### config.mk
export PLATFORM = sky130hd
export DESIGN_NAME = qpht_mod
export DESIGN_NICKNAME = d
export VERILOG_FILES = /design/src/qpht_pkg.sv /design/src/qpht_mod.sv
export SDC_FILE = /design/constraint.sdc
export NUM_CORES = 1
export LEC_CHECK = 0
export BUFFER_PORTS_ARGS = -buffer_cell sky130_fd_sc_hd__buf_2
export CAP_MARGIN = 15
export CORE_UTILIZATION = 50
export CTS_CLUSTER_SIZE = 25
export DETAILED_ROUTE_END_ITERATION = 8
export PLACE_DENSITY = 0.71
export SYNTH_ARGS = -nofsm -noshare
export SYNTH_HDL_FRONTEND = slang
export SYNTH_SLANG_ARGS = --single-unit
### constraint.sdc
create_clock -name clk -period 6.1 [get_ports clk]
set_input_delay 0.61 -clock clk [delete_from_list [all_inputs] [get_ports clk]]
set_output_delay 0.61 -clock clk [all_outputs]
set_load 0.05 [all_outputs]
### src/qpht_pkg.sv
// Package with the types, constants and codes of the quadratic probe hash table.
`timescale 1ns / 1ps
package qpht_pkg;
    localparam int MaxSlots = 256;
    localparam int SlotW = $clog2(MaxSlots);
    localparam int CntW = SlotW + 1;

    localparam logic [1:0] FUNC_INSERT = 2'd0;
    localparam logic [1:0] FUNC_DELETE = 2'd1;

    localparam logic [1:0] MARK_EMPTY = 2'd0;
    localparam logic [1:0] MARK_USED = 2'd1;
    localparam logic [1:0] MARK_GONE = 2'd2;

    localparam logic [2:0] ST_INSERTED = 3'd0;
    localparam logic [2:0] ST_FULL = 3'd1;
    localparam logic [2:0] ST_FOUND = 3'd2;
    localparam logic [2:0] ST_NOT_FOUND = 3'd3;
    localparam logic [2:0] ST_DELETED = 3'd4;
    localparam logic [2:0] ST_EMPTY = 3'd5;

    typedef enum logic [2:0] {
        S_CLEAR,
        S_IDLE,
        S_MOD,
        S_READ,
        S_CHECK,
        S_OUT
    } state_t;

    typedef struct packed {
        logic [1:0] func;
        logic signed [31:0] item_value;
    } req_t;

    typedef struct packed {
        logic [2:0] status;
        logic [7:0] slot_index;
        logic [8:0] probe_count;
        logic [8:0] stored_count;
    } rsp_t;
endpackage

### src/qpht_mod.sv
// Restoring modulo unit: one quotient bit a cycle of a 32-bit magnitude by the table size.
`timescale 1ns / 1ps
module qpht_mod
    import qpht_pkg::*;
(
    input  logic            clk,
    input  logic            rst_n,
    input  logic            start,
    input  logic [31:0]     dividend,
    input  logic [CntW-1:0] divisor,
    output logic            done,
    output logic [SlotW-1:0] remainder
);
    logic [32:0] rem_reg, rem_next;
    logic [31:0] quo_reg, quo_next;
    logic [5:0]  cnt_reg, cnt_next;
    logic        busy_reg, busy_next;
    logic [32:0] shifted;

    always_comb
    begin
        shifted = {rem_reg[31:0], quo_reg[31]};
        rem_next = rem_reg;
        quo_next = quo_reg;
        cnt_next = cnt_reg;
        busy_next = busy_reg;
        if (start)
        begin
            rem_next = '0;
            quo_next = dividend;
            cnt_next = 6'd32;
            busy_next = 1'b1;
        end
        else if (busy_reg)
        begin
            quo_next = {quo_reg[30:0], 1'b0};
            if (shifted >= {24'd0, divisor})
                rem_next = shifted - {24'd0, divisor};
            else
                rem_next = shifted;
            cnt_next = cnt_reg - 6'd1;
            if (cnt_reg == 6'd1)
                busy_next = 1'b0;
        end
    end

    always_ff @(posedge clk or negedge rst_n)
    begin
        if (!rst_n)
        begin
            busy_reg <= 1'b0;
            cnt_reg <= '0;
        end
        else
        begin
            busy_reg <= busy_next;
            cnt_reg <= cnt_next;
        end
    end

    always_ff @(posedge clk)
    begin
        rem_reg <= rem_next;
        quo_reg <= quo_next;
    end

    assign done = busy_reg && (cnt_reg == 6'd1) && !start;
    assign remainder = rem_next[SlotW-1:0];
endmodule

# Word level (Yosys, flattened, before mapping)
# Cells that the tools add are included.
# op_classes
n_mux	10
magnitude_cmp	1
n_reduce_logical	4
add_sub_neg	2
n_eq_ne	1
# op_table
operator	n
$mux 32	3
$ge 33x9->1	1
$sub 32x9->32	1
$mux 8	2
$mux 6	2
$eq 6x1->1 const B	1
$sub 6x1->6 const B	1
$mux 1	3
$logic_and 1x1->1	2
$reduce_bool 2->1	1
$logic_not 1->1	1
# word_totals
regBits	71
word_cells	23
inputBits	44

# Depth between registers and ports, before layout
# Gate-level depths: netlist of the first run.
# depth
word_depth	4
depth_mapped	12

# Worst setup path after synthesis of the first run
# OpenSTA, ideal clock, no wires.
# synth_timing
path_type	input port to output port
start	input divisor[5]
end	output remainder[7]
setup_slack_ps	1695
required_ps	5490
path_stages	10
t_arrival_ps	3795
path_buffers	2
cell_sequence	inv_1 > ha_1 > and4_1 > a221oi_1 > o21ai_0 > nor4_2 > buf_2 > buf_2 > nand2_1 > a311oi_1
# synth_between
elab_chain_cells	4
word_cells_on_any_way	5
cone_classes	1 x add/sub; 1 x order compare; 3 x mux
# synth_lines
element	line	source
from (decl)	qpht_mod.sv:10	input logic [CntW-1:0] divisor,
$sub 32x9->32 / $ge 33x9->1 (equally long branches)	qpht_mod.sv:38, qpht_mod.sv:37	
$mux 32 (*)	qpht_mod.sv:37	if (shifted >= {24'd0, divisor})
$mux 8 (*)	qpht_mod.sv:34	else if (busy_reg)
$mux 8 (*)	qpht_mod.sv:27	if (start)
to (decl)	qpht_mod.sv:12	output logic [SlotW-1:0] remainder
# Every way passes the cells marked *; elsewhere a longest branch is shown, timed or not.

# Worst setup path after layout of the first run
# layout_timing
start	register rem_reg[8]
end	output remainder[1]
# layout_between
elab_chain_cells	4
# layout_lines
element	line	source
from (decl)	qpht_mod.sv:14	logic [32:0] rem_reg, rem_next;
from (signal assigned)	qpht_mod.sv:63	rem_reg <= rem_next;
$ge 33x9->1	qpht_mod.sv:37	
$mux 32	qpht_mod.sv:37	
$mux 8	qpht_mod.sv:34	
$mux 8	qpht_mod.sv:27	
# No other way between the ends.

==> results by stage, run 1 <==
Clock tree:
- The TritonCTS clock tree is built.
- The maximum count of clock buffers along a single path is 2.
- In this run, CTS created clock tree buffers numbering 9.
- The cts-stage hold buffer count is 0.
- Clock tree synthesis selected as its root buffer the cell clkbuf_8.
- The total of cells resized after clock tree synthesis is 0.
- The post-CTS setup repair buffer count is 0.
- Clock-pin slew was measured on the worst setup and hold paths at 80 ps.
- Counting every sink on the clock net gives 71.
- In this run the number of H-tree levels came out at 3.
- The worst-skew pair later-pin latency is 340 ps.

Synthesis:
- The portion of netlist area occupied by mux cells is 9.970%.
- The dominant combinational cell family by area after synthesis is simple AND/OR/NAND/NOR gates.
- The synthesized-area fraction occupied by ao, oa, aoi and oai cells is 13.20%.
- The mean post-synth cell area is 10.53 um^2.
- The synthesized netlist net count is 417.
- The xor/xnor cell area share of the yosys netlist is 6.449%.
- The predominant post-synthesis flop cell is edfxtp_1.
- Of all flip-flops after synthesis, the portion carrying an async set or reset was 9.859%.
- In this run the cell area of the synthesized design comes to 3802 um^2.
- The sequential-to-total area share from yosys stat is 46.73%.
- For this run, the number of Yosys warnings is 0.
- The flip-flop and latch count after synthesis is 71.
- Yosys attributes the largest share of cell area to edfxtp_1, dfxtp_1, mux2_2.
- edfxtp_1 takes more of the synthesized area than any other cell.
- The number of enable flip-flop cells after synthesis is 32.
- After Yosys synthesis, full adders, half adders and majority gates account for 4.146% of the synthesized area.
- The instance count of the mapped netlist is 361.
- Summing the areas of all and, or, nand and nor instances in the mapped netlist gives 16.16% of the synthesized area.
- The proportion of netlist area held by the largest area contributor is 25.27%.
- Yosys mapped the design onto 47 distinct sky130hd cell types.

Die:
- After floorplanning, the core was sized to cover 7292 um^2.
- The area of the die is 7958 um^2.
- The overall die height is 89.21 um.
- The initial cell density of the core is 52.14%.
- The number of top-level design ports is 53.
- The x dimension of the die is 89.21 um.
- The initialized floorplan defines 31 standard-cell rows.

Place:
- The placed wire-length estimate after detailed placement is 4.867 mm.
- The routability congestion estimate from global placement is 0.8391.
- The worst slack after detailed placement is 1891 ps.
- During placement, the flow inserted port buffers numbering 52.
- Counting tap cells, the placed design contains a total of 494 instances.

Global routing:
- The number of global-route vias before repair was 2578.
- The number of antenna violations at the first check in global routing is 0.
- The overflow left after global routing is 0.
- The overall track demand over capacity in global routing is 19.08%.
- The first global-routing pass estimated 11.60 mm of wire.
- Entering global routing, the biggest net connects 57 pins.

Timing:
- The final critical path takes up 70.77% of the cycle.
- The smallest setup slack after layout is 1783 ps.
- The number of failing hold endpoints at the final stage came to 0.
- The final critical delay including setup and external delays is 4317 ps.
- The slew at the pin closest to its max-slew limit is 1168 ps.
- The peak clock frequency supported by timing is 0.2316 GHz.
- The worst pin sits at a relative slew slack of 22.15%.
- Setup repair after global routing left no endpoint under its margin.
- The setup clock skew after layout is 10.23 ps.
- For the final routed database, the setup TNS stands at 0 ps.
- Setup violations remaining at the end of the flow were counted as 0.
- The final max-slew violation count was 0.

Critical path:
- The largest fanout of any net on the critical path is 22.
- The type of the worst setup path is reg -> out.
- The capturing element type of the critical path is an output pin.
- The cell with the largest stage delay on the worst path is nor4_4.
- The startpoint type of the worst setup path is a flip-flop.
- By instance count, the cell type seen most on the critical path is or3_4.
- The slack of the worst reg-to-reg path is 2840 ps.
- The arrival time of the worst setup path is 3710 ps.
- Data on the critical path is required at its endpoint by 5490 ps.
- Measured in cells, the most critical reg-to-reg path has a length of 7.
- The startpoint of the worst-slack reg-to-reg timing path is rem_reg[8].
- The critical path goes through or3_4 > or3_4 > or4_4 > nor4_4 > mux2i_1 > a211oi_1 > buf_2.
- The largest stage delay on the critical path is 950 ps.
- The endpoint identified for the worst register-to-register timing path is rem_reg[10].

Flow run:
- The count of max-cap constraint violations is 0.

Finish:
- For this run, the number of standard cells in the final layout without fillers is 511.
- The area growth from synthesis to final layout is 15.17%.
- The layout has 657 filler cells.
- The final antenna diode count is 0.
- In the final design database the tool counted 463 nets.
- The fraction of final layout cells sized beyond drive strength 1 is 28.88%.

Power:
- The proportion of total power due to net switching is 40.59%.
- The clock power share is 18.9%.
- In this run the static leakage power is 1.728 nW.
- The net switching power is 0.0009001 W.
- The sequential cell fraction of total power is 33.8%.
- The total power density per cell area is 506.4 nW/um^2.
- The share of total power in combinational logic is 47.4%.
- The sum of internal, switching and leakage power is 0.002218 W.
- IR analysis of the VDD net gives a maximum drop of 0.2236 mV.
- Internal power comes to 0.001318 W.

Route:
- The count of nets left with antenna violations once routing finished came out at 0.
- The via count is 2827.
- Wires add up to 7.279 mm.
- The first detailed-routing pass ran for 4 iterations.
- The average wire per cell in the routed design is 14.24 um.
- After the first detailed-routing iteration, the DRC count stood at 150.
- After detailed routing, the number of remaining DRC violations is 0.
- After detailed routing, the number of vias per cell comes to 5.532.

Worst hold path:
- The min-delay analysis places its worst path in the category in -> async.

Run status:
- The flow ran to the end, and the final reports show no timing, DRC or antenna violations.
## how the worst max path moves through the flow
stage | from | slack [ps] | to | cells after the start
2_1_floorplan | divisor[5] | 1700 | remainder[7] | 10
3_3_place_gp | divisor[5] | 1960 | remainder[1] | 10
3_5_place_dp | divisor[5] | 1890 | remainder[1] | 10
4_1_cts | rem_reg[8] | 1790 | remainder[1] | 7
5_1_grt | rem_reg[8] | 1600 | remainder[7] | 7
6_report | rem_reg[8] | 1780 | remainder[1] | 7
## cell usage in the layout, fill, tap and decap left out, types with 3 or more instances in the layout
master     instances
nor2_1            42
nor2b_1            3
edfxtp_1          32
mux2_2            31
xnor2_1           25
ha_1              11
or3_4              3
or3_1              7
dfxtp_1           32
clkbuf_8           9
a211oi_1          25
a21oi_1            9
or2_2              5
inv_1             13
nand2_1           14
buf_2             52
o21ai_0           15
dfrtp_1            7
mux2i_1            3
nand2b_1           6
or4_1              4
nor3_1             6
a2111oi_2          5
nor4_1            13
a311oi_1           3
xor2_1             3
## logic make-up after synthesis
group                    after synthesis
AO/OA/AOI/OAI                         68
XOR/XNOR                              28
adder cells (fa/ha/maj)               12
buffers and inverters                 33
flip-flops                            71
multiplexers                          34
AND/OR/NAND/NOR                      115
## metal layers
layer,vias to the layer above,GRT usage (%),part of all wire [%]
li1,1422,-,-
met1,1338,25.70,48
met2,58,30.26,47
met3,9,4.432,4.0
met4,0,6.638,1.2
met5,-,0,0
## cell type report
class                           instances  area [um^2]  share of cell area [%]
Multi-Input combinational cell        257         1907                   43.54
Timing Repair Buffer                   55        302.8                   6.914
Clock buffer                           10        127.6                   2.914
Inverter                               13        48.80                   1.114
Clock inverter                          6        92.59                   2.114
Sequential cell                        71         1777                   40.57
Tap cell                               99        123.9                   2.829
## per-stage QoR
step / utilization [%] / hold slack [ps] / instance area, um^2
after detailed placement: 56.66 / 455.0 / 4131
after global routing: 60.05 / 83.93 / 4379
final: 60.05 / 94.28 / 4379
after floorplan: - / 314.4 / 3802
after global placement: 56.66 / 451.1 / 4131
after CTS: 59.68 / 87.33 / 4352
## power groups by stage
stage	Combinational, W	Sequential, W	Clock [W]
after floorplan	0.000874	0.000729	0
after global routing	0.00115	0.000769	0.000449
after global placement	0.00102	0.000752	0
after CTS	0.00105	0.000748	0.000428
after detailed placement	0.00103	0.000757	0
final	0.00105	0.000749	0.000419
## cell usage after synthesis, drive strengths merged (6+ instances only)
cell,instances
a211oi,26
a21oi,9
buf,8
clkbuf,12
dfrtp,7
dfxtp,32
edfxtp,32
ha,11
inv,13
mux2,31
nand2,14
nand2b,6
nor2,42
nor3,6
nor4,14
o21ai,15
or3,11
xnor2,25
## worst max-delay path, delay by kind of cell, from the launching register on
| family | cells | cell delay, ps |
|---|---|---|
| simple gates | 4 | 2190 |
| compound gates | 1 | 310 |
| buf+inv | 1 | 310 |
| mux | 1 | 170 |
| flops | 1 | 370 |
(Power assumes the default switching activity.)
==> run 2, diff against run 1 <==
Settings changed: PLACE_DENSITY 0.71 to 0.74.
Clock period 6.1 ns to 3.68 ns, I/O delays scaled along.
==> results by stage, run 2 (same netlist as run 1, synthesis figures left out) <==
Timing:
- The worst-case headroom to the max-slew limit is 24.66%.
- The final count of negative-setup-slack endpoints is 0.
- For the pin with the worst max-slew slack, the measured transition is 1130 ps.
- The smallest setup slack after layout is 209.5 ps.
- Setup repair after global routing left no endpoint under its margin.
- The final critical delay including setup and external delays is 3470 ps.
- The worst slack on hold paths is 300.8 ps.
- The final period utilization is 94.31%.
- The final max-slew violation count came to 0.
- The setup clock skew after layout is 8.233 ps.
- The total negative setup slack is 0 ps.
- The peak clock frequency supported by timing is 0.2881 GHz.
- The number of failing hold endpoints at the final stage was 0.

Critical path:
- Walking the worst path, the cells encountered are or3_4 > or3_4 > or4_4 > nor4_4 > buf_4 > nand2_1 > o31a_1 > o21ai_1 > buf_2.
- The largest fanout of any net on the critical path is 13.
- The required time of the worst setup path is 3310 ps.
- The type of the worst setup path is reg -> out.
- The startpoint type of the worst setup path is a flip-flop.
- The largest stage delay on the critical path is 470 ps.
- At the worst endpoint, the arrival time is 3100 ps.
- The dominant cell type by count on the critical path is or3_4.
- STA classifies the critical path endpoint as an output pin.
- For this design, the slowest cell found on the critical path is or4_4.
- The depth of the worst register-to-register path is 11.

Worst hold path:
- Counting instances, the worst hold path has a depth of 2.
- In this run the worst hold path is classified as in -> reg.

Finish:
- The fraction of final layout cells sized beyond drive strength 1 is 29.81%.
- The commonest non-fill, non-tap cell in the layout is buf_2.
- After filler insertion, the fill cell instance count of the layout stands at 644.
- After routing the design area is 4380 um^2.
- 0 antenna diodes ended up in the layout.
- The net count of the finished layout is 467.
- The top cell types in the final layout, fill and taps aside, are buf_2, nor2_1, edfxtp_1, dfxtp_1, mux2_2.
- Excluding fillers, the count of instances in the completed layout stands at 515.
- The area growth from synthesis to final layout is 15.20%.
- The area of the multi-input gates is 1918 um^2.
- Registers take 1777 um^2.

Place:
- The instance area at placement is 4173 um^2.
- The routability congestion estimate from global placement is 0.8152.
- Including well taps, the total number of placed cells is 498.
- The worst slack after detailed placement is 511.3 ps.
- The placed wire-length estimate after detailed placement is 4.977 mm.
- The number of port buffers is 52.

Global routing:
- Entering global routing, the biggest net connects 57 pins.
- The overflow left after global routing is 0.
- The number of global-route vias before repair is 2545.
- The first global-routing pass estimated 11.78 mm of wire.
- For this run, the total global-route usage over all layers was measured as 19.34%.
- The number of antenna violations at the first check in global routing is 0.

Clock tree:
- The longest clock path from root to sink contains 2 buffers.
- TritonCTS built the clock tree.
- Clock-pin slew was measured on the worst setup and hold paths at 80 ps.
- The tree is rooted in a clkbuf_8.
- The total number of H-tree levels is 3.
- The number of clock buffers added by TritonCTS is 9.
- At the later pin of the worst-skew pair, clock insertion delay measures 340 ps.
- The number of sinks on the clock net is 71.

Route:
- Detailed routing inserted a total of 2839 vias.
- Dividing the detail-routed wire length by the instance count gives 14.08 um.
- The length of the first detailed-routing pass in iterations is 4.
- The first-iteration detailed-routing DRC count is 126.
- In the routed design, unresolved DRC markers number 0.
- The detail-routed via count per cell is 5.513.
- The count of nets left with antenna violations once routing finished came out at 0.
- The total length of routed wires is 7.252 mm.

Die:
- The floorplan step defined a die boundary enclosing 7958 um^2.
- In this run the count of I/O pins placed on the die edge is 53.
- From bottom edge to top edge, the die measures 89.21 um.
- The floorplan step set the die width to 89.21 um.
- The initial cell density of the core is 52.14%.
- The core region is 7292 um^2.
- In this run the core area contains 31 standard-cell rows.

Run status:
- The flow ran to the end, and the final reports show no timing, DRC or antenna violations.

Power:
- The total power density per cell area is 827.8 nW/um^2.
- For this design the static power due to leakage is 1.726 nW.
- The worst-case IR drop observed on VDD is 0.3342 mV.

Flow run:
- The count of max-cap constraint violations is 0.
==> run 2: cell types whose count changed in the layout (fill, tap and decap cells not counted), sizes merged <==
cell / change
clkinvlp: +1
buf: +3
bufinv: -1
dlygate4sd3: +1
==> run 2: timing repair <==
action | CTS | global route
endpoints found under the hold margin | 7 | 0
buffers inserted | 0 | 0
hold buffers | 1 | 0
gates resized for setup | 0 | 0
==> run 2: per-stage QoR <==
step | utilization (%) | power (W)
after floorplan | - | 0.002670
after global placement | 57.22 | 0.002967
after detailed placement | 57.22 | 0.002998
after CTS | 60.07 | 0.003642
after global routing | 60.07 | 0.003884
final | 60.07 | 0.003626
==> run 2: report_power, final <==
part	internal, W	switching, W	total (W)
clock	0.000316	0.000301	0.000618
combinational	0.000759	0.00101	0.00177
sequential	0.00106	0.000182	0.00124
total	0.00213	0.00149	0.00363
==> run 2: worst paths after layout <==
path / start / endpoint / slack, ps
max: rem_reg[8] / remainder[4] / 210
min: dividend[0] / quo_reg[0] / 300
max reg2reg: quo_reg[31] / rem_reg[30] / 550
min reg2reg: rem_reg[31] / rem_reg[31] / 490
max in group asynchronous: rst_n / busy_reg / 3130
min in group asynchronous: rst_n / cnt_reg[4] / 390
==> run 2: final cells by class <==
cell class	instances	share of cell area, %
Sequential cell	71	40.56
Inverter	13	1.114
Tap cell	99	2.828
Multi-Input combinational cell	257	43.79
Clock inverter	6	1.600
Clock buffer	10	2.913
Timing Repair Buffer	59	7.198
==> run 2: routing by layer <==
metal	global-route usage, %	share of wire (%)	wire (um)
met1	24.77	47	3398
met2	32.76	49	3535
met3	5.263	3.6	263
met4	4.329	0.73	53
met5	0	0	0
==> run 2: critical path, delay by kind of cell, from the launching register on <==
family | cells | cell delay (ps)
simple gates | 5 | 1590
compound gates | 2 | 250
flops | 1 | 380
buf+inv | 2 | 530
==> run 3, diff against run 2 <==
Settings changed: CELL_PAD_IN_SITES_DETAIL_PLACEMENT from default to 1, CELL_PAD_IN_SITES_GLOBAL_PLACEMENT from default to 1, CORE_UTILIZATION 50 to 41, PLACE_DENSITY 0.74 to default, PLACE_DENSITY_LB_ADDON from default to 0.1.
==> results by stage, run 3 (same netlist as run 1, synthesis figures left out) <==
Run status:
- The run finished, with violations left.
- The checks that failed: design-rule violations.

Finish:
- At the end of the flow, the number of nets in the layout was 467.
- The final cell count without fillers is 524.
- The commonest non-fill, non-tap cell in the layout is buf_2.
- Cells with a size suffix above 1 make up 29.81% of the layout.
- The post-route cell area is 4404 um^2.
- The area growth from synthesis to final layout is 15.83%.
- The top cell types in the final layout, fill and taps aside, are buf_2, nor2_1, edfxtp_1, dfxtp_1, mux2_2.
- The final antenna diode count is 0.
- After filler insertion, the fill cell instance count of the layout stands at 1006.

Die:
- For this configuration, the core starts out at a cell density of 42.97%.
- The number of top-level design ports is 53.
- In this run the standard cell core region covers 8848 um^2.
- The row count is 34.
- The die is 98.30 um wide.
- In this run the vertical extent of the chip is 98.30 um.
- The area of the die is 9663 um^2.

Clock tree:
- The number of sinks on the clock net is 71.
- In this run, CTS created clock tree buffers numbering 9.
- The clock reaches the later pin of the worst-skew pair after 340 ps.
- The TritonCTS clock tree is built.
- The total number of H-tree levels is 3.
- The cell at the root of the clock tree is clkbuf_8.
- The maximum count of clock buffers along a single path is 2.
- Clock-pin slew was measured on the worst setup and hold paths at 90 ps.

Global routing:
- The overall track demand over capacity in global routing is 18.15%.
- The global-route wire length before repair is 13.87 mm.
- The maximum number of pins on one net before global-route repair is 57.
- The overflow left after global routing is 0.
- The number of antenna violations at the first check in global routing came to 0.
- The number of global-route vias before repair is 2875.

Critical path:
- The largest fanout of any net on the critical path is 20.
- STA classifies the critical path startpoint as a flip-flop.
- The type of the worst setup path is reg -> out.
- The capturing element type of the critical path is an output pin.
- The depth of the worst register-to-register path is 12.
- The end of the worst register-to-register path is rem_reg[28].
- The startpoint of the worst-slack reg-to-reg timing path is quo_reg[31].
- Across all register-to-register paths, the minimum setup slack is 600 ps.
- For the worst setup path, the data required time is 3310 ps.
- At the worst endpoint, the arrival time is 3080 ps.

Place:
- The congestion estimate from routability-driven global placement came to 0.7346.
- After detailed placement, the design holds a cell count of 505.
- The number of port buffers is 52.
- Detailed placement finished with a half-perimeter wire length of 5.715 mm.
- Once placement finished, the instance area stood at 4182 um^2.

Route:
- The final layout contains routed wiring with a total length of 8.262 mm.
- After the first detailed-routing iteration, the DRC count stood at 100.
- The average wire per cell in the routed design is 15.77 um.
- The length of the first detailed-routing pass in iterations is 8.
- Once detail routing completed, the nets flagged for antenna violations numbered 0.
- Dividing the detail-routed via count by the number of cells gives 5.466.
- After detailed routing, the number of remaining DRC violations is 5.
- Summing over every cut layer, the via total after detailed routing is 2864.

Timing:
- Hold timing on the final database bottoms out at a slack of 317.7 ps.
- Setup violations remaining at the end of the flow were counted as 0.
- The number of failing hold endpoints at the final stage came to 0.
- The worst path uses 93.79% of the clock period.
- The routed design could run at a clock period as short as 3452 ps.
- On the final layout, the worst clock skew is 17.92 ps.
- The peak clock frequency supported by timing is 0.2897 GHz.
- The worst pin sits at a relative slew slack of 41.50%.
- The slew at the pin closest to its max-slew limit is 874.3 ps.
- The final max-slew violation count came to 0.
- Setup repair after global routing left no endpoint under its margin.
- The total negative setup slack is 0 ps.

Worst hold path:
- The worst min-delay path startpoint is dividend[0].
- The path class of the tightest hold or removal check is in -> reg.
- The worst min-delay path endpoint is quo_reg[0].
- The number of cells on the worst hold path is 2.

Power:
- Of the total power, the share spent switching nets is 41.40%.
- The worst-case IR drop observed on VDD is 0.3894 mV.
- For this design the total switching power over the nets is 0.001522 W.
- The clock power share is 17.1%.
- The internal portion of the total power is 0.002154 W.
- Per report_power, the sequential group accounts for 33.9% of the total.
- The leakage dissipation is 1.734 nW.
- Dividing total power by cell area gives a power density of 834.5 nW/um^2.
- The share of total power in combinational logic is 49.0%.

Flow run:
- The count of max-cap constraint violations is 0.
-- run 3: cell types whose count changed in the layout (fill, tap and decap cells not counted) --
cell	change
inv_6	+1
clkinv_2	+1
clkinv_4	-1
buf_4	-1
buf_12	+1
clkinvlp_4	-1
clkbuf_4	+1
buf_2	-1
-- run 3: area by class of cell --
cell class / count / area, um^2 / share of cell area (%)
inverters: 13 / 48.80 / 1.108
multi-input cells: 257 / 1918 / 43.55
clock buffers: 10 / 127.6 / 2.898
repair buffers: 59 / 330.3 / 7.500
well taps: 108 / 135.1 / 3.068
flip-flops and latches: 71 / 1777 / 40.34
clock inverters: 6 / 67.56 / 1.534
-- run 3: power by group through the flow --
stage / Combinational, W / Sequential [W] / Clock, W
floorplan: 0.00146 / 0.00121 / 0
global placement: 0.00178 / 0.00125 / 0
detailed placement: 0.00179 / 0.00126 / 0
CTS: 0.00181 / 0.00125 / 0.000659
global route: 0.00200 / 0.00128 / 0.000684
finish: 0.00180 / 0.00124 / 0.000629
-- run 3: critical path: stages, from the launching register on --
cell and delay [ps]:
dfxtp_1 370, or3_4 420, or3_4 360, or4_4 480, nor4_4 240, buf_12 200
nand2_1 80, a311oi_2 310, clkbuf_4 290
-- run 3: per-layer routing --
metal | share of wire [%] | global-route usage, %
met1 | 49 | 23.93
met2 | 48 | 30.17
met3 | 2.5 | 3.364
met4 | 0.64 | 5.855
met5 | 0 | 0
-- run 3: worst max path at each step --
| stage | startpoint | to | slack, ps | cells after the start |
|---|---|---|---|---|
| after floorplan | rem_reg[8] | remainder[7] | 130 | 8 |
| after global placement | divisor[5] | remainder[7] | 520 | 11 |
| after detailed placement | divisor[7] | remainder[7] | 380 | 11 |
| after CTS | rem_reg[8] | remainder[7] | 50 | 8 |
| after global routing | rem_reg[4] | remainder[7] | 20 | 9 |
| final | rem_reg[8] | remainder[7] | 230 | 8 |
-- run 3: what timing repair did --
item / in CTS / in global routing
hold endpoints to repair: 7 / 0
hold buffers: 1 / 0
setup endpoints to repair: 0 / 3
gates resized for setup: 0 / 1
setup buffers: 0 / 1
-- run 3: stage by stage --
stage | util (%) | worst slack [ps] | total power, W
floorplan | - | 129.7 | 0.002670
global placement | 47.26 | 521.7 | 0.003029
detailed placement | 47.26 | 382.4 | 0.003057
CTS | 49.58 | 54.44 | 0.003719
global route | 49.77 | 24.42 | 0.003958
finish | 49.77 | 228.5 | 0.003675
